--- src/rtl/core/xcfr_pkg.sv ---
package xcfr_pkg;

  localparam int unsigned BYTE_W     = 8;
  localparam int unsigned STATUS_W   = 2;
  localparam int unsigned CFG_IDX_W  = 8;
  localparam int unsigned CFG_DATA_W = 64;
  localparam int unsigned MASK_WORDS = 4;

  localparam logic [BYTE_W-1:0] START_BYTE = 8'h3D;  // '='

  // Configuration register indexes
  localparam logic [CFG_IDX_W-1:0] REG_HANDLER_MASK_0 = 8'd0;
  localparam logic [CFG_IDX_W-1:0] REG_HANDLER_MASK_1 = 8'd1;
  localparam logic [CFG_IDX_W-1:0] REG_HANDLER_MASK_2 = 8'd2;
  localparam logic [CFG_IDX_W-1:0] REG_HANDLER_MASK_3 = 8'd3;

  // Result status codes
  typedef enum logic [STATUS_W-1:0] {
    ST_DISPATCH   = 2'd0,
    ST_BAD_CHECK  = 2'd1,
    ST_NO_HANDLER = 2'd2
  } status_e;

  // Frame position, one-hot
  typedef enum logic [3:0] {
    POS_START = 4'b0001,
    POS_CMD   = 4'b0010,
    POS_DATA  = 4'b0100,
    POS_CHECK = 4'b1000
  } frame_pos_e;

endpackage

--- src/rtl/core/xcfr_rx_if.sv ---
// Received byte channel
interface xcfr_rx_if import xcfr_pkg::*; ();
  logic              valid;
  logic              ready;
  logic [BYTE_W-1:0] rx_byte;

  modport source (output valid, output rx_byte, input ready);
  modport sink   (input valid, input rx_byte, output ready);
endinterface

--- src/rtl/core/xcfr_res_if.sv ---
// Frame result channel
interface xcfr_res_if import xcfr_pkg::*; ();
  logic                valid;
  logic                ready;
  logic [STATUS_W-1:0] status;
  logic [BYTE_W-1:0]   command;
  logic [BYTE_W-1:0]   payload;

  modport source (output valid, output status, output command, output payload, input ready);
  modport sink   (input valid, input status, input command, input payload, output ready);
endinterface

--- src/rtl/core/xor_checked_command_frame_receiver_top.sv ---
// The result of a frame is registered and valid in the cycle after its check byte is taken.
// Throughput: one byte per cycle; ready drops only while a result is held and
// the sink is stalled (single output register).
// Reset: clears frame position, running XOR, handler masks and result valid;
// the command and data holds are loaded by each frame before use.
module xor_checked_command_frame_receiver_top import xcfr_pkg::*; (
  input  logic                  clk_i,
  input  logic                  rst_ni,
  input  logic                  cfg_we_i,
  input  logic [CFG_IDX_W-1:0]  cfg_idx_i,
  input  logic [CFG_DATA_W-1:0] cfg_data_i,
  xcfr_rx_if.sink               rx_i,
  xcfr_res_if.source            res_o
);

  logic [MASK_WORDS-1:0][CFG_DATA_W-1:0] handler_mask_q;

  frame_pos_e        pos_q, pos_d;
  logic [BYTE_W-1:0] xor_q, xor_d;
  logic [BYTE_W-1:0] cmd_hold_q;
  logic [BYTE_W-1:0] data_hold_q;

  logic                out_valid_q, out_valid_d;
  logic [STATUS_W-1:0] out_status_q;
  logic [BYTE_W-1:0]   out_cmd_q;
  logic [BYTE_W-1:0]   out_data_q;

  logic          rx_fire;
  logic          frame_done;
  logic          handler_hit;
  status_e       status_new;

  // Byte is taken while the output register is empty or draining
  assign rx_i.ready = !out_valid_q || res_o.ready;
  assign rx_fire    = rx_i.valid && rx_i.ready;

  // Handler mask writes
  always_ff @(posedge clk_i or negedge rst_ni) begin
    if (!rst_ni) begin
      handler_mask_q <= '0;
    end else if (cfg_we_i) begin
      unique case (cfg_idx_i)
        REG_HANDLER_MASK_0: handler_mask_q[0] <= cfg_data_i;
        REG_HANDLER_MASK_1: handler_mask_q[1] <= cfg_data_i;
        REG_HANDLER_MASK_2: handler_mask_q[2] <= cfg_data_i;
        REG_HANDLER_MASK_3: handler_mask_q[3] <= cfg_data_i;
        default: ;  // unmapped index, ignored
      endcase
    end
  end

  // Frame position and running XOR
  always_comb begin
    pos_d      = pos_q;
    xor_d      = xor_q;
    frame_done = 1'b0;
    if (rx_fire) begin
      unique case (pos_q)
        POS_START: begin
          if (rx_i.rx_byte == START_BYTE) begin
            pos_d = POS_CMD;
            xor_d = rx_i.rx_byte;
          end
        end
        POS_CMD: begin
          pos_d = POS_DATA;
          xor_d = xor_q ^ rx_i.rx_byte;
        end
        POS_DATA: begin
          pos_d = POS_CHECK;
          xor_d = xor_q ^ rx_i.rx_byte;
        end
        POS_CHECK: begin
          pos_d      = POS_START;
          xor_d      = '0;
          frame_done = 1'b1;
        end
        default: begin
          pos_d = POS_START;
          xor_d = '0;
        end
      endcase
    end
  end

  always_ff @(posedge clk_i or negedge rst_ni) begin
    if (!rst_ni) begin
      pos_q <= POS_START;
      xor_q <= '0;
    end else begin
      pos_q <= pos_d;
      xor_q <= xor_d;
    end
  end

  // Command and data holds
  always_ff @(posedge clk_i) begin
    if (rx_fire && (pos_q == POS_CMD)) begin
      cmd_hold_q <= rx_i.rx_byte;
    end
    if (rx_fire && (pos_q == POS_DATA)) begin
      data_hold_q <= rx_i.rx_byte;
    end
  end

  // Check and handler lookup on the last byte
  assign handler_hit = handler_mask_q[cmd_hold_q[7:6]][cmd_hold_q[5:0]];

  always_comb begin
    priority if ((xor_q ^ rx_i.rx_byte) != '0) begin
      status_new = ST_BAD_CHECK;
    end else if (!handler_hit) begin
      status_new = ST_NO_HANDLER;
    end else begin
      status_new = ST_DISPATCH;
    end
  end

  // Result register
  always_comb begin
    out_valid_d = out_valid_q;
    if (frame_done) begin
      out_valid_d = 1'b1;
    end else if (res_o.ready) begin
      out_valid_d = 1'b0;
    end
  end

  always_ff @(posedge clk_i or negedge rst_ni) begin
    if (!rst_ni) begin
      out_valid_q <= 1'b0;
    end else begin
      out_valid_q <= out_valid_d;
    end
  end

  always_ff @(posedge clk_i) begin
    if (frame_done) begin
      out_status_q <= status_new;
      out_cmd_q    <= cmd_hold_q;
      out_data_q   <= data_hold_q;
    end
  end

  assign res_o.valid   = out_valid_q;
  assign res_o.status  = out_status_q;
  assign res_o.command = out_cmd_q;
  assign res_o.payload = out_data_q;

endmodule

--- src/flat_wrapper.sv ---
// flat-port wrapper written by rule: the top's interface ports become plain ports
module xor_checked_command_frame_receiver_top_flat import xcfr_pkg::*;
  (clk_i, rst_ni, cfg_we_i, cfg_idx_i, cfg_data_i, rx_i_valid, rx_i_rx_byte, rx_i_ready, res_o_valid, res_o_status, res_o_command, res_o_payload, res_o_ready);
  xcfr_rx_if rx_i_i ();
  xcfr_res_if res_o_i ();
  input  logic clk_i;
  input  logic rst_ni;
  input  logic cfg_we_i;
  input  logic [CFG_IDX_W-1:0] cfg_idx_i;
  input  logic [CFG_DATA_W-1:0] cfg_data_i;
  input wire logic [$bits(rx_i_i.valid)-1:0] rx_i_valid;
  input wire logic [$bits(rx_i_i.rx_byte)-1:0] rx_i_rx_byte;
  output wire logic [$bits(rx_i_i.ready)-1:0] rx_i_ready;
  output wire logic [$bits(res_o_i.valid)-1:0] res_o_valid;
  output wire logic [$bits(res_o_i.status)-1:0] res_o_status;
  output wire logic [$bits(res_o_i.command)-1:0] res_o_command;
  output wire logic [$bits(res_o_i.payload)-1:0] res_o_payload;
  input wire logic [$bits(res_o_i.ready)-1:0] res_o_ready;
  assign rx_i_i.valid = rx_i_valid;
  assign rx_i_i.rx_byte = rx_i_rx_byte;
  assign rx_i_ready = rx_i_i.ready;
  assign res_o_valid = res_o_i.valid;
  assign res_o_status = res_o_i.status;
  assign res_o_command = res_o_i.command;
  assign res_o_payload = res_o_i.payload;
  assign res_o_i.ready = res_o_ready;
  xor_checked_command_frame_receiver_top u_core (.clk_i(clk_i), .rst_ni(rst_ni), .cfg_we_i(cfg_we_i), .cfg_idx_i(cfg_idx_i), .cfg_data_i(cfg_data_i), .rx_i(rx_i_i), .res_o(res_o_i));
endmodule
--- config.mk ---
export PLATFORM = sky130hd
export DESIGN_NAME = xor_checked_command_frame_receiver_top_flat
export DESIGN_NICKNAME = d
export VERILOG_FILES = /design/src/rtl/core/xcfr_pkg.sv /design/src/rtl/core/xcfr_rx_if.sv /design/src/rtl/core/xcfr_res_if.sv /design/src/rtl/core/xor_checked_command_frame_receiver_top.sv /design/src/flat_wrapper.sv
export SDC_FILE = /design/constraint.sdc
export NUM_CORES = 1
export LEC_CHECK = 0
export ABC_AREA = 1
export BUFFER_PORTS_ARGS = -buffer_cell sky130_fd_sc_hd__buf_2
export CAP_MARGIN = 25
export CORE_ASPECT_RATIO = 1.1
export CORE_MARGIN = 10
export CORE_UTILIZATION = 40
export CTS_CLUSTER_SIZE = 12
export DETAILED_ROUTE_END_ITERATION = 12
export RECOVER_POWER = 100
export SLEW_MARGIN = 20
export SYNTH_ARGS = -nofsm -noshare
export SYNTH_HDL_FRONTEND = slang
export SYNTH_SLANG_ARGS = --single-unit
--- constraint.sdc ---
create_clock -name clk_i -period 4.7 [get_ports clk_i]
set_input_delay 0.705 -clock clk_i [delete_from_list [all_inputs] [get_ports clk_i]]
set_output_delay 0.705 -clock clk_i [all_outputs]
set_load 0.005 [all_outputs]
==> results of run 1 <==
## final cells by class
class	instances	share of cell area, %
Sequential cell	303	51.0
Multi-Input combinational cell	1088	32.0
Clock buffer	54	6.90
Timing Repair Buffer	124	4.08
Tap cell	432	3.55
Inverter	86	2.13
Clock inverter	6	0.370
## power groups by stage
stage / Sequential [W] / Clock [W] / Combinational [W]
after detailed placement: 0.00297 / 0 / 0.000797
after floorplan: 0.00295 / 0 / 0.000515
after global routing: 0.00295 / 0.00280 / 0.000883
final: 0.00293 / 0.00264 / 0.000764
after CTS: 0.00293 / 0.00269 / 0.000798
after global placement: 0.00297 / 0 / 0.000782
## sequential cells by signal, summed over array words and instances (netlist names)
name,flops
u_core.handler_mask_q,256
u_core.cmd_hold_q,8
u_core.data_hold_q,8
u_core.res_o.command,8
u_core.res_o.payload,8
u_core.xor_q,8
u_core.pos_q,4
u_core.res_o.status,2
u_core.res_o.valid,1
## worst max-delay path: cells and delay by family, from the launching register on
kind | cells | cell delay (ns)
compound gates | 1 | 0.09
buf+inv | 2 | 1.80
flops | 1 | 0.36
simple gates | 8 | 0.96
## stage by stage
step	hold slack (ns)	total power, W
final	0.421	0.00633
after global routing	0.424	0.00663
after CTS	0.302	0.00642
after detailed placement	0.406	0.00377
after global placement	0.404	0.00375
after floorplan	0.400	0.00346
## final timing paths
check                      slack [ns]                                      to                       startpoint
min                              0.42       u_core.res_o.payload[6]$_DFFE_PP_  u_core.data_hold_q[6]$_DFFE_PP_
min reg2reg                      0.42       u_core.res_o.payload[6]$_DFFE_PP_  u_core.data_hold_q[6]$_DFFE_PP_
min in group asynchronous        1.11  u_core.handler_mask_q[191]$_DFFE_PN0P_                           rst_ni
max in group asynchronous        1.54             u_core.pos_q[3]$_DFFE_PN0P_                           rst_ni
max                              1.13    u_core.res_o.status[1]$_SDFFCE_PP0P_   u_core.cmd_hold_q[6]$_DFFE_PP_
max reg2reg                      1.13    u_core.res_o.status[1]$_SDFFCE_PP0P_   u_core.cmd_hold_q[6]$_DFFE_PP_
## metal layers
metal | vias to the layer above | track usage (%) | routed length [µm]
met2 | 246 | 29.3 | 17500
met1 | 5271 | 22.8 | 16200
met4 | 2 | 4.27 | 559
li1 | 5314 | - | -
met3 | 44 | 3.13 | 1740
met5 | - | 0 | 20
## synth_stat cells, drive strengths merged (2+ instances only)
cell | n | area (µm²)
o21ai | 258 | 1290
o31ai | 2 | 15.0
nor4 | 4 | 25.0
o311ai | 2 | 17.5
nor2 | 5 | 18.8
nor3 | 4 | 25.0
edfxtp | 34 | 1020
o21bai | 2 | 15.0
buf | 85 | 444
clkbuf | 24 | 90.1
nand4 | 2 | 12.5
nand3 | 258 | 1290
xor2 | 3 | 26.3
inv | 86 | 323
xnor2 | 5 | 43.8
or2 | 2 | 12.5
dfrtp | 268 | 6710
nand2 | 533 | 2000
## cell families after synthesis
kind of cell	after synthesis	share of synthesized area, %
AOI/OAI and AO/OA	268	10.1
and+or+nand+nor	812	25.4
xor gates and xnor gates	8	0.520
buffers and inverters	195	6.36
DFF	303	57.6
==> run metrics, run 1 <==
final global-route overflow total 0; most frequent cells in the layout 529 x nand2_1, 268 x dfrtp_1, 258 x nand3_1, 247 x o21ai_0, 84 x inv_1; htree depth 2; Post-synth ARST share 88.8%; setup repair bufs after CTS 0; Post-Route WL 36000 µm; dpl cell area 0.0142 mm²; Worst Path Max Fanout 67; ys flop type dfrtp_1; Final Worst Setup Slack 1.13 ns; outcome complete, but fails checks; sw frac 26.4%; pin count of the biggest net entering global routing 114; Place WS 1.55 ns; Finished Layout Cells 2093; Worst-Skew Late Latency 0.51 ns; Inserted Diodes 0; final instance area 0.0152 mm²; slowest stage delay, CP 1.17 ns; VDD IR max 0.297 mV; CP Cell Sequence buf_4, clkbuf_2, nand2_1, nand3_1, nand3_1, nand3_1, nand3_1, nand3_1, nand3_1, nand3_1, a21oi_1; critical path arrival 3.82 ns; Mean Syn Cell Area 8.49 µm²; clock root buffer clkbuf_16; commonest non-fill, non-tap cell in the layout nand2_1; clock share of power 41.7%; worst reg2reg path depth 11; Max Slew Vio Count 346; fmax 0.280 GHz; CP max-delay cell clkbuf_2; Cell variety after synth 33; Placer Congestion 0.778; die area 0.0414 mm²; Worst Hold Depth 0; final setup vio count 0; post-DP HPWL 21400 µm; Netlist Area Pre-Place 0.0135 mm²; num ports 105; TNS Setup 0 ns; Via-to-Cell Ratio 5.20; Startpoint Class register; Layout area overhead 12.9%; share of layout cells above drive strength 1 8.67%; register clock-pin slew on the reported worst setup and hold paths 0.06 ns; Post-synth EDFFs 34; row cnt 70; Worst setup EP type register; ANT nets after route 0; die width 195 µm; critical path class register to register; Sw Pwr 0.00167 W; Die Y 212 µm; Iteration-0 DRC Markers 956; RSZ-0062 raised after global routing false; min Tclk post-route 3.57 ns; initial antenna violation count 1; placed insts 2033; Gate Count Post-Synth 1586; via count 10900; post-layout util 45.7%; nets 1723; Initial DRT Pass Iterations 5; #FFs+latches synth 303; worst-margin pin slew 2.91 ns; number of global-route vias before repair 11200; yosys warns 0; Max-cap violations 4; period utilisation layout 75.9%; Worst EP required 4.95 ns; failing checks max-capacitance violations, max-slew violations; worst rel slew slack -94.0%; TritonCTS Buffers 35; Clock Sinks 303; post-cts sizing count 0; CTS tree yes; Sequential Area 0.00775 mm²; clock skew 0.0130 ns; initial core utilization 40.5%; internal cell power 0.00466 W; Static Leak 6.93 nW; Max clock buf depth 3; Avg WL per Cell 17.2 µm; Seq pwr share 46.2%; PwrDens 416 mW/mm²; Tot GR Track Use 17.4%; Mapped Nets 1671; register area share after synthesis 57.6%; Comb power frac 12.1%; # fillers 3351; port bufs 104; first-pass GRT wire length 59900 µm; cell mode on critical path nand3_1; final hold vios 0; DRC 0; HP Class register to register; core footprint 0.0333 mm²; Post-CTS Hold Fix Bufs 0; multi-input logic area 0.00486 mm²
Power figures use the tool's default switching activity.
==> run 2, diff against run 1 <==
ABC_AREA = 0   (was 1)
clock period = 3.4 ns   (was 4.7 ns; I/O delays follow)
==> run metrics, run 2 <==
Max Slew Vio Count 203; Mapped Nets 909; final global-route overflow total 0; period utilisation layout 88.9%; register area share after synthesis 57.6%; clock root buffer clkbuf_16; Synth area leader dfrtp_1; max FFs per register 256; Worst EP required 3.78 ns; worst rel slew slack -38.7%; top cells by instance count after synthesis 268 x dfrtp_1, 259 x mux2_2, 55 x mux4_2, 34 x edfxtp_1, 24 x mux2i_1; Max-cap violations 3; Layout area overhead 15.5%; failing checks max-capacitance violations, max-slew violations; Static Leak 7.36 nW; post-DP HPWL 19900 µm; fmax 0.331 GHz; multi-input logic area 0.00537 mm²; # fillers 2891; Placer Congestion 0.755; die width 195 µm; Inserted Diodes 0; TNS Setup 0 ns; Total Power 0.00795 W; HP Class input port to register; DRC 0; Worst Hold Depth 2; outcome complete, but fails checks; core footprint 0.0332 mm²; ANT nets after route 0; clock skew 0.0164 ns; Post-Route WL 30500 µm; yosys warns 0; Final Worst Setup Slack 0.379 ns; register clock-pin slew on the reported worst setup and hold paths 0.06 ns; placed insts 1344; CTS tree yes; pin count of the biggest net entering global routing 86; most frequent cell after synthesis dfrtp_1; final setup vio count 0; #FFs+latches synth 303; Worst setup EP type register; share of layout cells above drive strength 1 48.3%; port bufs 104; wire length on met1 13900 µm; Highest Signal Layer met4; die area 0.0414 mm²; TritonCTS Buffers 35; Sequential Area 0.00775 mm²; critical path class input port to register; Clock Sinks 303; commonest non-fill, non-tap cell in the layout dfrtp_1; Avg WL per Cell 21.7 µm; largest reg by FF count u_core.handler_mask_q; critical path arrival 3.40 ns; Tot GR Track Use 14.9%; initial core utilization 40.5%; ys flop type dfrtp_1; worst-margin pin slew 2.08 ns; Synth Area in Simple Gates 2.62%; Die Y 212 µm; DR WL met2 15200 µm; worst reg2reg path depth 8; Gate Count Post-Synth 824; Max clock buf depth 3; number of global-route vias before repair 8384; RSZ-0062 raised after global routing false; final instance area 0.0155 mm²; Netlist Area Pre-Place 0.0135 mm²; PwrDens 511 mW/mm²; top cells by area, synth dfrtp_1 50%, mux2_2 22%, mux4_2 9.2%; most frequent cells in the layout 268 x dfrtp_1, 259 x mux2_2, 78 x buf_2, 55 x mux4_2, 42 x clkbuf_1; post-synthesis adder-cell area fraction 0%; Iteration-0 DRC Markers 491; Synth Area in XOR/XNOR 0.586%; Via-to-Cell Ratio 5.44; Startpoint Class input port; htree depth 2; main combinational cell family by area after synthesis multiplexers; Post-synth EDFFs 34; VDD IR max 0.313 mV; Post-synth ARST share 88.8%; Yosys top cell area share 49.8%; first-pass GRT wire length 49400 µm; Place WS 0.456 ns; Synth Area in Compound Gates 2.35%; Finished Layout Cells 1401; met3 wire length 911 µm; via count 7623; Cell variety after synth 47; final hold vios 0; Worst-Skew Late Latency 0.51 ns; row cnt 70; min Tclk post-route 3.02 ns; mux contribution to synthesized area 34.4%; Mean Syn Cell Area 16.3 µm²; initial antenna violation count 1; nets 1035; dpl cell area 0.0146 mm²; Initial DRT Pass Iterations 4; Worst Path Max Fanout 57; num ports 105
==> run 2: report_power, final <==
part | internal [W] | switching, W | total, W
sequential | 0.00383 | 0.0000883 | 0.00391
combinational | 0.000249 | 0.000226 | 0.000476
clock | 0.00214 | 0.00142 | 0.00356
==> run 2: final timing paths <==
kind,slack (ns),start,end
max,0.38,cfg_idx_i[4],u_core.handler_mask_q[95]$_DFFE_PN0P_
min in group asynchronous,1.09,rst_ni,u_core.handler_mask_q[210]$_DFFE_PN0P_
max reg2reg,0.43,u_core.cmd_hold_q[6]$_DFFE_PP_,u_core.res_o.status[1]$_SDFFCE_PP0P_
min reg2reg,0.42,u_core.data_hold_q[0]$_DFFE_PP_,u_core.res_o.payload[0]$_DFFE_PP_
max in group asynchronous,0.68,rst_ni,u_core.handler_mask_q[75]$_DFFE_PN0P_
min,0.27,cfg_data_i[21],u_core.handler_mask_q[21]$_DFFE_PN0P_
==> run 2: critical path, cell delays in order <==
cell and delay, ns:
buf_2 0.09, or4b_2 0.66, nor4_1 0.17, clkbuf_1 0.18
nand3b_1 0.13, clkbuf_2 0.97, mux2_2 0.64
==> run 2: what timing repair did <==
item / in CTS / in global routing
hold endpoints to repair: 10 / 0
setup buffers: 0 / 0
gates resized for setup: 0 / 0
hold buffers: 1 / 0
==> run 2: cells by family (layout without fill, tap and decap cells) <==
| kind of cell | after synthesis | in the layout |
|---|---|---|
| xor+xnor | 9 | 9 |
| compound gates | 47 | 47 |
| mux | 347 | 347 |
| buf+inv | 56 | 201 |
| flops | 303 | 303 |
| simple gates | 62 | 62 |
==> run 2: final cells by class <==
type | count | area share, %
tap | 432 | 3.48
timing repair buffer | 138 | 5.00
clock inverter | 7 | 0.435
clock buffer | 49 | 6.50
multi-input combinational | 465 | 34.5
sequential | 303 | 49.9
inverter | 7 | 0.169
==> run 2: stage by stage <==
stage | hold WS (ns) | util (%)
final | 0.273 | 46.8
after global routing | 0.267 | 46.8
after CTS | 0.247 | 47.3
after detailed placement | 0.409 | 44.0
after global placement | 0.401 | 44.0
after floorplan | 0.214 | -
==> run 2: per-layer routing <==
layer,GRT usage [%],vias up
li1,-,3398
met1,19.6,4067
met2,25.2,119
met3,2.32,39
met4,4.00,0
met5,0,-
==> run 3, diff against run 2 <==
RECOVER_POWER = 50   (was 100)
==> run metrics, run 3 (same netlist as run 2, synthesis figures left out) <==
outcome complete, but fails checks; failing checks max-capacitance violations, max-slew violations; critical path class register to register; most frequent cells in the layout 268 x dfrtp_1, 259 x mux2_2, 77 x buf_2, 55 x mux4_2; RSZ-0062 raised after global routing false; DRC 0; placed insts 1344; Worst setup EP type register; clock skew 0.0169 ns; row cnt 70; critical path arrival 3.28 ns; TNS Setup 0 ns; worst hold start cfg_data_i[42]; initial core utilization 40.5%; post-DP HPWL 19900 µm; Max clock buf depth 3; HP Class input port to register; die area 0.0414 mm²; Placer Congestion 0.755; initial antenna violation count 1; Layout area overhead 16.0%; Via-to-Cell Ratio 5.43; core footprint 0.0332 mm²; Initial DRT Pass Iterations 6; port bufs 104; Iteration-0 DRC Markers 479; Inserted Diodes 0; Tot GR Track Use 14.9%; PwrDens 510 mW/mm²; CTS tree yes; Clock Sinks 303; Hold Path End u_core.handler_mask_q[170]$_DFFE_PN0P_; Worst Path Max Fanout 20; first-pass GRT wire length 49400 µm; Highest Signal Layer met4; met3 wire length 1000 µm; FF-to-FF setup slack 0.50 ns; Worst-Skew Late Latency 0.52 ns; DR WL met2 15200 µm; worst rel slew slack -39.5%; nets 1035; CP max-delay cell edfxtp_1; commonest non-fill, non-tap cell in the layout dfrtp_1; Buf/Inv on CP 1; largest reg by FF count u_core.handler_mask_q; htree depth 2; Max-cap violations 1; TritonCTS Buffers 35; worst reg2reg path depth 8; pin count of the biggest net entering global routing 86; Startpoint Class register; slowest stage delay, CP 0.67 ns; CP Cell Sequence buf_12, mux4_1, mux4_2, nor2_1, o311ai_0, nor3_1, o21ai_1, nand3_1; final hold vios 0; clock root buffer clkbuf_16; worst reg2reg path endpoint u_core.res_o.status[1]$_SDFFCE_PP0P_; post-cts sizing count 0; Worst EP required 3.79 ns; CP top delay family multiplexers; period utilisation layout 85.2%; wire length on met1 13800 µm; final global-route overflow total 0; setup repair bufs after CTS 0; register clock-pin slew on the reported worst setup and hold paths 0.06 ns; Max Slew Vio Count 80; final setup vio count 0; Avg WL per Cell 21.7 µm; Worst Hold Depth 2; max FFs per register 256; num ports 105; worst-margin pin slew 2.09 ns; VDD IR max 0.313 mV; Finished Layout Cells 1401; Static Leak 7.40 nW; Post-Route WL 30400 µm; fmax 0.345 GHz; Die Y 212 µm; RR Startpoint u_core.cmd_hold_q[6]$_DFFE_PP_; via count 7609; share of layout cells above drive strength 1 49.0%; die width 195 µm; number of global-route vias before repair 8384; ANT nets after route 0; min Tclk post-route 2.90 ns
run 3: changes by cell type in the layout (fill, tap and decap cells not counted), sizes merged:
cell,delta
clkbuf,-9
buf,+9
run 3: worst reg2reg max path, delay by kind of cell, from the launching register on:
kind            cells  cell delay, ns
mux                 2            1.09
flops               1            0.67
simple gates        3            0.49
compound gates      2            0.28
buf+inv             1            0.27
run 3: final cells by class:
type,count,area (µm²)
tap,432,541
inverter,7,26.3
fill,2881,17600
timing repair buffer,138,838
clock buffer,49,1010
clock inverter,7,67.6
multi-input combinational,465,5370
sequential,303,7750
run 3: worst max path at each step:
stage	startpoint	end	slack [ns]	cells past startpoint
after floorplan	cfg_idx_i[4]	u_core.handler_mask_q[10]$_DFFE_PN0P_	0.90	6
after global placement	u_core.cmd_hold_q[6]$_DFFE_PP_	u_core.res_o.status[1]$_SDFFCE_PP0P_	0.48	8
after detailed placement	u_core.cmd_hold_q[6]$_DFFE_PP_	u_core.res_o.status[1]$_SDFFCE_PP0P_	0.46	8
after CTS	u_core.cmd_hold_q[6]$_DFFE_PP_	u_core.res_o.status[1]$_SDFFCE_PP0P_	0.46	8
after global routing	rst_ni	u_core.handler_mask_q[152]$_DFFE_PN0P_	0.22	3
final	u_core.cmd_hold_q[6]$_DFFE_PP_	u_core.res_o.status[1]$_SDFFCE_PP0P_	0.50	8
run 3: metal layers:
layer,vias up,GRT usage (%)
li1,3396,-
met1,4060,19.6
met2,114,25.2
met3,39,2.32
met4,0,4.00
met5,-,0
run 3: power breakdown:
group | internal, W | switching, W
Sequential | 0.00383 | 0.0000882
Combinational | 0.000252 | 0.000227
Clock | 0.00214 | 0.00142
run 3: through the flow:
stage	hold slack (ns)	power, W	util (%)	instance area [µm²]	setup slack, ns
floorplan	0.214	0.00423	-	13500	0.896
global placement	0.401	0.00446	44.0	14600	0.485
detailed placement	0.409	0.00447	44.0	14600	0.456
CTS	0.247	0.00807	47.3	15700	0.456
global route	0.267	0.00827	47.0	15600	0.220
finish	0.272	0.00796	47.0	15600	0.503
run 3: timing repair:
| item | 4_1_cts | 5_1_grt |
|---|---|---|
| hold buffers | 1 | 0 |
| endpoints found under the setup margin | 0 | 0 |
| endpoints found under the hold margin | 10 | 0 |
